--- src/design/afhp_pkg.sv ---
package afhp_pkg;

    typedef enum logic [3:0] {
        PH_MAGIC, PH_FLAC, PH_RIFF_TYPE, PH_FORM_TYPE, PH_WAV_HDR, PH_WAV_FMT,
        PH_WAV_SKIP, PH_AIFF_HDR, PH_COMM, PH_COMM_SHORT, PH_AIFF_SKIP, PH_DONE
    } t_phase;

    typedef enum logic [1:0] {
        CS_PARSE, CS_DIV, CS_OUT
    } t_ctl_state;

    localparam logic [1:0] FMT_UNKNOWN = 2'd0;
    localparam logic [1:0] FMT_FLAC    = 2'd1;
    localparam logic [1:0] FMT_WAVE    = 2'd2;
    localparam logic [1:0] FMT_AIFF    = 2'd3;

    localparam logic [31:0] TAG_FLAC = 32'h664C6143;
    localparam logic [31:0] TAG_RIFF = 32'h52494646;
    localparam logic [31:0] TAG_WAVE = 32'h57415645;
    localparam logic [31:0] TAG_FMT  = 32'h666D7420;
    localparam logic [31:0] TAG_DATA = 32'h64617461;
    localparam logic [31:0] TAG_FORM = 32'h464F524D;
    localparam logic [31:0] TAG_AIFF = 32'h41494646;
    localparam logic [31:0] TAG_AIFC = 32'h41494643;
    localparam logic [31:0] TAG_COMM = 32'h434F4D4D;

    localparam int EXP_BIAS = 16383 + 63;
    localparam int QUO_W    = 43;

    // controller -> datapath
    typedef struct packed {
        logic parse;     // byte accepted while parsing
        logic div_start;
        logic out_take;  // result word consumed
    } t_cmd;

    // datapath -> controller
    typedef struct packed {
        logic concluded; // this byte finishes the header or is the last byte
        logic div_done;
    } t_sts;

endpackage

--- src/design/afhp_ctrl.sv ---
module afhp_ctrl
    import afhp_pkg::*;
(
    input  logic i_clk,
    input  logic i_rst_n,
    input  logic i_valid,
    input  logic i_last,
    input  logic i_out_ready,
    input  t_sts i_sts,
    output logic o_ready,
    output logic o_out_valid,
    output t_cmd o_cmd
);

    t_ctl_state r_state, n_state;

    always_ff @(posedge i_clk) begin
        if (!i_rst_n) begin
            r_state <= CS_PARSE;
        end else begin
            r_state <= n_state;
        end
    end

    always_comb begin
        n_state = r_state;
        unique case (r_state)
            CS_PARSE: if (i_valid && i_sts.concluded) n_state = CS_DIV;
            CS_DIV:   if (i_sts.div_done) n_state = CS_OUT;
            CS_OUT:   if (i_out_ready) n_state = CS_PARSE;
            default:  n_state = CS_PARSE;
        endcase
    end

    always_comb begin
        o_ready     = (r_state == CS_PARSE);
        o_out_valid = (r_state == CS_OUT);
        o_cmd.parse     = (r_state == CS_PARSE) && i_valid;
        o_cmd.div_start = (r_state == CS_PARSE) && i_valid && i_sts.concluded;
        o_cmd.out_take  = (r_state == CS_OUT) && i_out_ready;
    end

    logic unused_last;
    assign unused_last = i_last;

endmodule

--- src/design/afhp_datapath.sv ---
module afhp_datapath
    import afhp_pkg::*;
(
    input  logic        i_clk,
    input  logic        i_rst_n,
    input  t_cmd        i_cmd,
    input  logic [7:0]  i_byte,
    input  logic        i_eof,
    output t_sts        o_sts,
    output logic [1:0]  o_kind,
    output logic        o_ok,
    output logic [15:0] o_channels,
    output logic [31:0] o_rate,
    output logic [47:0] o_dur
);

    t_phase      r_phase, n_phase;
    logic [31:0] r_pos;
    logic [1:0]  r_fmt, n_fmt;
    logic [63:0] r_recent;
    logic [32:0] r_skip, n_skip;
    logic [4:0]  r_off, n_off;
    logic [31:0] r_chan, n_chan;
    logic [31:0] r_rate, n_rate;
    logic [31:0] r_brate, n_brate;
    logic [35:0] r_len, n_len;
    logic [14:0] r_exp, n_exp;
    logic        n_emit;

    logic [63:0] w_r;
    logic [31:0] w_lo, w_id, w_swap;
    assign w_r    = {r_recent[55:0], i_byte};
    assign w_lo   = w_r[31:0];
    assign w_id   = w_r[63:32];
    assign w_swap = {w_lo[7:0], w_lo[15:8], w_lo[23:16], w_lo[31:24]};

    // extended rate: shift the 64-bit mantissa by the unbiased exponent
    function automatic logic [31:0] ext_rate(input logic [14:0] ex, input logic [63:0] m);
        logic signed [16:0] e;
        logic [6:0]  s;
        logic [64:0] q;
        logic [63:0] t;
        e = $signed({2'b00, ex}) - 17'(EXP_BIAS);
        ext_rate = '0;
        if (m == '0) begin
            ext_rate = '0;
        end else if (e >= 0) begin
            if (e >= 17'sd32) ext_rate = '1;
            else begin
                t = m << e[4:0];
                if ((m >> (6'd32 - {1'b0, e[4:0]})) != '0) ext_rate = '1;
                else ext_rate = t[31:0];
            end
        end else begin
            s = 7'(-e);
            if (-e > 17'sd64) ext_rate = '0;
            else if (s == 7'd64) ext_rate = {31'd0, m[63]};
            else begin
                t = m >> (s[5:0] - 6'd1);
                q = {1'b0, t >> 1} + {64'd0, t[0]};
                ext_rate = (q[64:32] != '0) ? '1 : q[31:0];
            end
        end
    endfunction

    always_comb begin
        n_phase = r_phase; n_fmt = r_fmt; n_skip = r_skip; n_off = r_off;
        n_chan = r_chan; n_rate = r_rate; n_brate = r_brate; n_len = r_len;
        n_exp = r_exp; n_emit = 1'b0;
        unique case (r_phase)
            PH_MAGIC: if (r_pos == 32'd3) begin
                if (w_lo == TAG_FLAC) begin n_fmt = FMT_FLAC; n_phase = PH_FLAC; end
                else if (w_lo == TAG_RIFF) n_phase = PH_RIFF_TYPE;
                else if (w_lo == TAG_FORM) n_phase = PH_FORM_TYPE;
                else n_emit = 1'b1;
            end
            PH_FLAC: if (r_pos == 32'd25) begin
                n_rate = {12'd0, w_r[63:44]};
                n_chan = {29'd0, w_r[43:41]} + 32'd1;
                n_len  = w_r[35:0];
                n_emit = 1'b1;
            end
            PH_RIFF_TYPE, PH_FORM_TYPE: if (r_pos == 32'd11) begin
                if (r_phase == PH_RIFF_TYPE && w_lo == TAG_WAVE) begin
                    n_fmt = FMT_WAVE; n_phase = PH_WAV_HDR; n_off = '0;
                end else if (r_phase == PH_FORM_TYPE &&
                             (w_lo == TAG_AIFF || w_lo == TAG_AIFC)) begin
                    n_fmt = FMT_AIFF; n_phase = PH_AIFF_HDR; n_off = '0;
                end else n_emit = 1'b1;
            end
            PH_WAV_HDR: if (r_off < 5'd7) n_off = r_off + 5'd1;
            else begin
                n_off = '0;
                if (w_id == TAG_DATA) begin
                    n_len = {4'd0, w_swap}; n_emit = 1'b1;
                end else if (w_id == TAG_FMT && w_swap >= 32'd16) begin
                    n_skip = {1'b0, w_swap} - 33'd16 + {32'd0, w_swap[0]};
                    n_phase = PH_WAV_FMT;
                end else if (({1'b0, w_swap} + {32'd0, w_swap[0]}) != '0) begin
                    n_skip = {1'b0, w_swap} + {32'd0, w_swap[0]};
                    n_phase = PH_WAV_SKIP;
                end
            end
            PH_WAV_FMT: begin
                if (r_off == 5'd3) n_chan = {16'd0, w_swap[31:16]};
                else if (r_off == 5'd7) n_rate = w_swap;
                else if (r_off == 5'd11) n_brate = w_swap;
                if (r_off < 5'd15) n_off = r_off + 5'd1;
                else begin
                    n_off = '0;
                    n_phase = (r_skip != '0) ? PH_WAV_SKIP : PH_WAV_HDR;
                end
            end
            PH_WAV_SKIP, PH_AIFF_SKIP, PH_COMM_SHORT: begin
                if (r_skip != '0) n_skip = r_skip - 33'd1;
                if (n_skip == '0) begin
                    n_off = '0;
                    if (r_phase == PH_WAV_SKIP) n_phase = PH_WAV_HDR;
                    else if (r_phase == PH_AIFF_SKIP) n_phase = PH_AIFF_HDR;
                    else n_emit = 1'b1;
                end
            end
            PH_AIFF_HDR: if (r_off < 5'd7) n_off = r_off + 5'd1;
            else begin
                n_off = '0;
                if (w_id == TAG_COMM) begin
                    if (w_lo >= 32'd18) n_phase = PH_COMM;
                    else if (w_lo == '0) n_emit = 1'b1;
                    else begin n_skip = {1'b0, w_lo}; n_phase = PH_COMM_SHORT; end
                end else if (({1'b0, w_lo} + {32'd0, w_lo[0]}) != '0) begin
                    n_skip = {1'b0, w_lo} + {32'd0, w_lo[0]};
                    n_phase = PH_AIFF_SKIP;
                end
            end
            PH_COMM: begin
                if (r_off == 5'd1) n_chan = {16'd0, w_lo[15:0]};
                else if (r_off == 5'd5) n_len = {4'd0, w_lo};
                else if (r_off == 5'd9) n_exp = w_lo[14:0];
                if (r_off < 5'd17) n_off = r_off + 5'd1;
                else begin
                    n_off = '0;
                    n_rate = ext_rate(r_exp, w_r);
                    n_emit = 1'b1;
                end
            end
            default: ;
        endcase
    end

    // snapshot for the result, taken on the concluding word
    logic [1:0]  r_kind;
    logic [31:0] r_hchan, r_hrate;
    logic [31:0] r_div;
    logic [35:0] r_hlen;

    always_ff @(posedge i_clk) begin
        if (!i_rst_n) begin
            r_phase <= PH_MAGIC; r_pos <= '0; r_fmt <= '0; r_recent <= '0;
            r_skip <= '0; r_off <= '0; r_chan <= '0; r_rate <= '0;
            r_brate <= '0; r_len <= '0; r_exp <= '0;
        end else if (i_cmd.parse) begin
            if (i_eof) begin
                r_phase <= PH_MAGIC; r_pos <= '0; r_fmt <= '0; r_recent <= '0;
                r_skip <= '0; r_off <= '0; r_chan <= '0; r_rate <= '0;
                r_brate <= '0; r_len <= '0; r_exp <= '0;
            end else begin
                r_phase  <= n_emit ? PH_DONE : n_phase;
                r_pos    <= (r_pos == '1) ? r_pos : r_pos + 32'd1;
                r_fmt    <= n_fmt;   r_recent <= w_r;  r_skip <= n_skip;
                r_off    <= n_off;   r_chan   <= n_chan; r_rate <= n_rate;
                r_brate  <= n_brate; r_len    <= n_len;  r_exp  <= n_exp;
            end
        end
    end

    always_ff @(posedge i_clk) begin
        if (i_cmd.div_start) begin
            r_kind  <= n_fmt;
            r_hchan <= n_chan;
            r_hrate <= n_rate;
            r_hlen  <= n_len;
            r_div   <= (n_fmt == FMT_WAVE) ? n_brate : n_rate;
        end
    end

    // restoring divider, one quotient bit a cycle: len*100 (43 bits) / div
    logic [QUO_W-1:0] r_num, r_quo;
    logic [32:0]      r_rem;
    logic [5:0]       r_cnt;
    logic             r_busy, r_done;
    logic [33:0]      w_trial;
    assign w_trial = {r_rem, r_num[QUO_W-1]} - {2'b00, r_div};

    always_ff @(posedge i_clk) begin
        if (!i_rst_n) begin
            r_busy <= 1'b0; r_done <= 1'b0; r_cnt <= '0;
        end else begin
            r_done <= 1'b0;
            if (i_cmd.div_start) begin
                r_busy <= 1'b1; r_cnt <= 6'(QUO_W);
            end else if (r_busy) begin
                r_cnt <= r_cnt - 6'd1;
                if (r_cnt == 6'd1) begin r_busy <= 1'b0; r_done <= 1'b1; end
            end
        end
    end

    always_ff @(posedge i_clk) begin
        if (i_cmd.div_start) begin
            r_num <= {7'd0, n_len} * 43'd100;
            r_rem <= '0;
            r_quo <= '0;
        end else if (r_busy) begin
            r_num <= r_num << 1;
            if (!w_trial[33]) begin
                r_rem <= w_trial[32:0];
                r_quo <= {r_quo[QUO_W-2:0], 1'b1};
            end else begin
                r_rem <= {r_rem[31:0], r_num[QUO_W-1]};
                r_quo <= {r_quo[QUO_W-2:0], 1'b0};
            end
        end
    end

    // a file that already produced its result concludes nothing more
    assign o_sts = {(r_phase != PH_DONE) && (n_emit || i_eof), r_done};

    logic w_act;
    assign w_act = (r_kind != FMT_UNKNOWN) && (r_div != '0);
    assign o_kind     = r_kind;
    assign o_ok       = w_act && r_hlen != '0 && r_hchan != '0 && r_hrate != '0;
    assign o_channels = r_hchan[15:0];
    assign o_rate     = r_hrate;
    assign o_dur      = w_act ? r_quo[47-5:0] == r_quo ? {5'd0, r_quo} : '1 : '0;

    logic unused_take;
    assign unused_take = i_cmd.out_take;

endmodule

--- src/design/audio_file_header_parser.sv ---
// Audio file header parser. Feed the file one byte per word on the slave
// stream, tlast on the final byte. FLAC, RIFF/WAVE and FORM/AIFF(C) headers
// are recognized; exactly one result word per file is produced when the
// header concludes (or on the last byte). Bytes stream in at one per cycle;
// after the concluding byte the input stalls while a 43-step bit-serial
// divider forms the duration, and until the result word is taken. Later
// bytes of the file are accepted at one per cycle.
module audio_file_header_parser
    import afhp_pkg::*;
(
    input  logic        i_clk,
    input  logic        i_rst_n,
    input  logic        s_axis_tvalid,
    output logic        s_axis_tready,
    input  logic [7:0]  s_axis_tdata,   // data_byte
    input  logic        s_axis_tlast,   // end_of_file
    output logic        m_axis_tvalid,
    input  logic        m_axis_tready,
    // [1:0] format_kind, [2] header_ok, [18:3] channel_count,
    // [50:19] sample_rate, [98:51] duration_centis, [103:99] zero
    output logic [103:0] m_axis_tdata
);

    t_cmd w_cmd;
    t_sts w_sts;
    logic [1:0]  w_kind;
    logic        w_ok;
    logic [15:0] w_ch;
    logic [31:0] w_rate;
    logic [47:0] w_dur;
    logic        w_ready;

    afhp_ctrl u_ctrl (
        .i_clk, .i_rst_n,
        .i_valid(s_axis_tvalid), .i_last(s_axis_tlast),
        .i_out_ready(m_axis_tready), .i_sts(w_sts),
        .o_ready(w_ready), .o_out_valid(m_axis_tvalid), .o_cmd(w_cmd)
    );

    afhp_datapath u_dp (
        .i_clk, .i_rst_n, .i_cmd(w_cmd),
        .i_byte(s_axis_tdata), .i_eof(s_axis_tlast), .o_sts(w_sts),
        .o_kind(w_kind), .o_ok(w_ok), .o_channels(w_ch), .o_rate(w_rate),
        .o_dur(w_dur)
    );

    assign s_axis_tready = w_ready;
    assign m_axis_tdata  = {5'd0, w_dur, w_rate, w_ch, w_ok, w_kind};

endmodule

--- config.mk ---
export PLATFORM = sky130hd
export DESIGN_NAME = audio_file_header_parser
export DESIGN_NICKNAME = d
export VERILOG_FILES = /design/src/design/afhp_pkg.sv /design/src/design/afhp_ctrl.sv /design/src/design/afhp_datapath.sv /design/src/design/audio_file_header_parser.sv
export SDC_FILE = /design/constraint.sdc
export NUM_CORES = 2
export LEC_CHECK = 0
export BUFFER_PORTS_ARGS = -buffer_cell sky130_fd_sc_hd__buf_4
export CAP_MARGIN = 20
export CORE_ASPECT_RATIO = 1.5
export CORE_UTILIZATION = 30
export CTS_BUF_LIST = sky130_fd_sc_hd__clkbuf_4 sky130_fd_sc_hd__clkbuf_8 sky130_fd_sc_hd__clkbuf_16
export DETAILED_ROUTE_END_ITERATION = 6
export GPL_ROUTABILITY_DRIVEN = 0
export SLEW_MARGIN = 20
export SYNTH_ARGS = -nofsm -noshare
export SYNTH_HDL_FRONTEND = slang
export SYNTH_SLANG_ARGS = --single-unit
--- constraint.sdc ---
create_clock -name i_clk -period 11.15 [get_ports i_clk]
set_input_delay 0 -clock i_clk [delete_from_list [all_inputs] [get_ports i_clk]]
set_output_delay 0 -clock i_clk [all_outputs]
set_load 0.05 [all_outputs]
==> run summary <==
For the worst-skew pair, the clock arrives at the later sink with an insertion delay of roughly 700 ps. The initial standard-cell utilization of the core is 0.302. The count of cells along the worst hold path came out at 3. The final reports fail on design-rule violations. The proportion of layout cells with a drive suffix above 1 is 0.110. At the worst endpoint, the required time is 11520 ps. For this run, the total global-route usage over all layers was measured as 0.221. The number of global-route vias before repair came to ~40000.

The internal power of the cells is ~3.5 mW. The overall power is between 5 and 6 mW. The max-slew violation count is 0. For the finished layout, the period the worst path requires is between 9000 and 10000 ps. In the post-synthesis netlist, the biggest area contributors are dfxtp_1, edfxtp_1, mux2i_1. The depth of the worst register-to-register path is 22.

In this run the most critical hold path is launched from s_axis_tdata[4]. The number of endpoints failing setup at the final stage is 0. The cell leakage power is 18.7 nW. The floorplan has between 150 and 200 rows. The register clock-pin slew on the reported worst setup and hold paths came out at 70 ps.

Setup repair after global routing left no endpoint under its margin. The number of design-rule violations left by the first detailed-router iteration came out at between 4000 and 5000. The power per cell area is roughly 110 nW/um2. The proportion of power drawn by flip-flops and latches came out at 0.429. The critical path data arrival time is ~9400 ps. The width of the die came out at 312 um. The count of nets after finishing is 5400. The total clock sinks is 540. Entering global routing, the biggest net connects around 110 pins. The first-pass iteration count of the detailed router is 7. The placeable core region came out at ~140000 um2. The number of H-tree levels is 2. The highest fanout seen on the critical path came out at 46. The setup slack on the worst flop-to-flop path came out at between 2000 and 2500 ps. The switching power of the nets is 1.53 mW. The detail route stage leaves a number of antenna-violating nets equal to 0. At the pin with the least slew margin, the transition time is between 1000 and 1500 ps.

The worst slew slack as a fraction of its limit is 0.228. Dividing the detail-routed wire length by the instance count gives roughly 24 um. STA classifies the critical path startpoint as a flop. The clock tree root buffer cell is clkbuf_16.

The synthesized design spends more area on one cell type than any other, namely dfxtp_1. The chip height is 467 um. Prior to clock tree synthesis, the placed netlist has a worst setup slack of roughly 2400 ps. Derived from the worst setup path, the maximum achievable clock frequency is between 0.1 and 0.15 GHz.

Relative to the synthesized area, the layout overhead comes to 9.93%. The critical path is of the flop to flop type. The HPWL after detailed placement came out at 119000 um.

Leaving out fill and tap cells, the most frequent cell in the layout is nand2_1. The share of total power consumed by net switching is 0.301. The share of synthesized area in the top cell type comes to 0.169. The count of unique library cells instantiated by Yosys came out at approximately 110. The worst hold path belongs to the class input port to flop. The final critical-path share of the clock period came out at 0.808.

The end of the worst register-to-register path is u_dp.r_div[20]$_DFFE_PP_. The maximum VDD drop came out at approximately 0.00013 V. Counting flops with a built-in enable in the synthesized netlist gives between 150 and 200. The total vias in the final route came out at around 42000.

The number of resized instances in the post-cts repair step is 0. In the layout the commonest cells are nand2_1, nor2_1, dfxtp_1. Across the routed clock network, the largest skew measured is 55.0 ps.

Setup total negative slack on the finished layout was measured at 0 ps. The number of CTS-inserted buffers came out at 53. Of the total power, the clock network draws 0.388. STA classifies the critical path endpoint as a flop. The die covers about 150000 um2. During placement, the flow inserted port buffers numbering 108. Synthesis inferred 540 register bits. The max-cap violation count is 0. The per-cell via count in the routed design is 5.90. In this run the deepest clock path goes through 3 buffers. Among all flip-flop cells after synthesis, the most frequent one is dfxtp_1. Across all setup checks in the final design, the least slack found is roughly 2100 ps.

The wire length of the first global-routing pass came out at around 250000 um. The sequential element share of the synthesized area came out at 0.291. The count of mapped cells out of synthesis came out at approximately 5400. The netlist area before placement came out at between 40000 and 50000 um2. The synthesized area divided by synthesized cell count came out at ~8.1 um2.

In the synthesized netlist the async set-or-reset flop fraction comes to 0. The number of buffers added for setup after CTS came out at 0. The portion of total power attributed to combinational logic is 0.184. The routed wire length came out at approximately 170000 um. TritonCTS built the clock tree.

The Yosys step of the flow raised 0 warnings. The detailed-route DRC error count came out at 24. Buffers inserted to repair hold after CTS numbered 9. The startpoint identified for the worst register-to-register timing path is u_dp.r_exp[0]$_SDFFE_PN0P_. The flow ran to the end, but the final reports show violations. The final hold violation count came to 0.

The total overflow reported by the global router is 0. The worst hold path terminates at u_dp.r_hlen[4]$_DFFE_PP_. The boundary pin count is between 100 and 150.

The number of antenna violations at the first check in global routing is 16.
-- layout make-up --
type | instances | area (um2)
Clock buffer | 69 | 1520
Tap cell | 1892 | 2370
Antenna cell | 5 | 12.5
Sequential cell | 540 | 12600
Clock inverter | 30 | 352
Multi-Input combinational cell | 4162 | 28100
Timing Repair Buffer | 243 | 1850
Fill cell | 14900 | 95600
Inverter | 187 | 712
-- worst max-delay path, stage by stage, from the launching register on --
cell and delay, ps:
dfxtp_4 660, inv_2 330, ha_4 760, buf_4 640
nor2b_1 380, a22o_1 330, mux2_2 320, mux2i_1 650
mux2i_1 300, nand2_1 130, o21ai_0 90, ha_1 280
o21ai_1 120, nor4b_2 70, a31oi_1 670, or3_1 410
nor4_1 130, a211o_1 310, nor4_1 270, nand4_1 130
or4_4 750, a21oi_1 740, o21ai_0 190
-- state kept, by name, summed over array words and instances (netlist names), 4 cells and up --
name,count
u_dp.o_rate,32
u_dp.r_cnt,6
u_dp.r_skip,33
u_dp.r_hlen,36
u_dp.r_rem,33
u_dp.r_num,41
u_dp.r_recent,56
u_dp.r_len,36
u_dp.r_off,5
u_dp.r_hchan,32
u_dp.r_quo,43
u_dp.r_pos,32
u_dp.r_rate,32
u_dp.r_div,32
u_dp.r_exp,15
u_dp.r_phase,4
u_dp.r_chan,32
u_dp.r_brate,32
-- power by group through the flow --
stage                     logic, mW  registers [mW]  clock network [mW]
after detailed placement      0.915            2.22                   0
final                         0.931            2.18                1.97
after floorplan               0.703            2.20                   0
after global routing           1.01            2.18                2.07
after CTS                     0.922            2.17                2.01
after global placement        0.905            2.22                   0
-- cell usage after synthesis (91+ instances only) --
library cell,n
clkbuf_1,330
xnor2_1,166
xor2_1,91
nor2_1,547
and2_1,127
a22oi_1,157
edfxtp_1,175
inv_1,180
nand2_1,585
mux2i_1,248
o21ai_0,238
dfxtp_1,365
a21oi_1,354
nor4_1,97
ha_1,168
nor3_1,137
nand3_1,126
-- worst max-delay path by stage --
stage | startpoint | to | slack, ps
3_5_place_dp | u_dp.r_exp[0]$_SDFFE_PN0P_ | u_dp.r_div[20]$_DFFE_PP_ | 2380
5_1_grt | u_dp.r_exp[0]$_SDFFE_PN0P_ | u_dp.o_rate[20]$_DFFE_PP_ | 1590
6_report | u_dp.r_exp[0]$_SDFFE_PN0P_ | u_dp.r_div[20]$_DFFE_PP_ | 2150
3_3_place_gp | u_dp.r_exp[0]$_SDFFE_PN0P_ | u_dp.r_div[20]$_DFFE_PP_ | 2580
2_1_floorplan | u_dp.r_skip[12]$_SDFFE_PN0P_ | u_dp.o_kind[0]$_DFFE_PP_ | 2510
4_1_cts | u_dp.r_exp[0]$_SDFFE_PN0P_ | u_dp.r_div[20]$_DFFE_PP_ | 2350
-- kinds of logic (layout without fill, tap and decap cells) --
family | after synthesis | after routing | share of synthesized area
buffers and inverters | 658 | 529 | 0.0631
other | 1 | 15 | 0.0000867
adder cells (fa/ha/maj) | 200 | 200 | 0.0634
AND/OR/NAND/NOR | 2047 | 2047 | 0.231
AO/OA/AOI/OAI | 1261 | 1261 | 0.188
XOR/XNOR | 264 | 264 | 0.0555
multiplexers | 380 | 380 | 0.109
flip-flops | 540 | 540 | 0.291
-- routing by layer --
metal  global-route usage  routed length (um)
met5                    0                 137
met4                0.176               15300
met3               0.0413               14500
met2                0.371               78200
met1                0.245               59500
-- stage by stage --
step                      hold WS, ps   util  cells  instance area, um2
after floorplan                   182      -   5360               43300
after global placement            290  0.318   7015               45500
after detailed placement          288  0.318   7015               45500
after CTS                        9.85  0.332   7123               47500
after global routing             48.7  0.332   7126               47500
final                            48.9  0.332   7128               47500
Power figures use the tool's default switching activity.
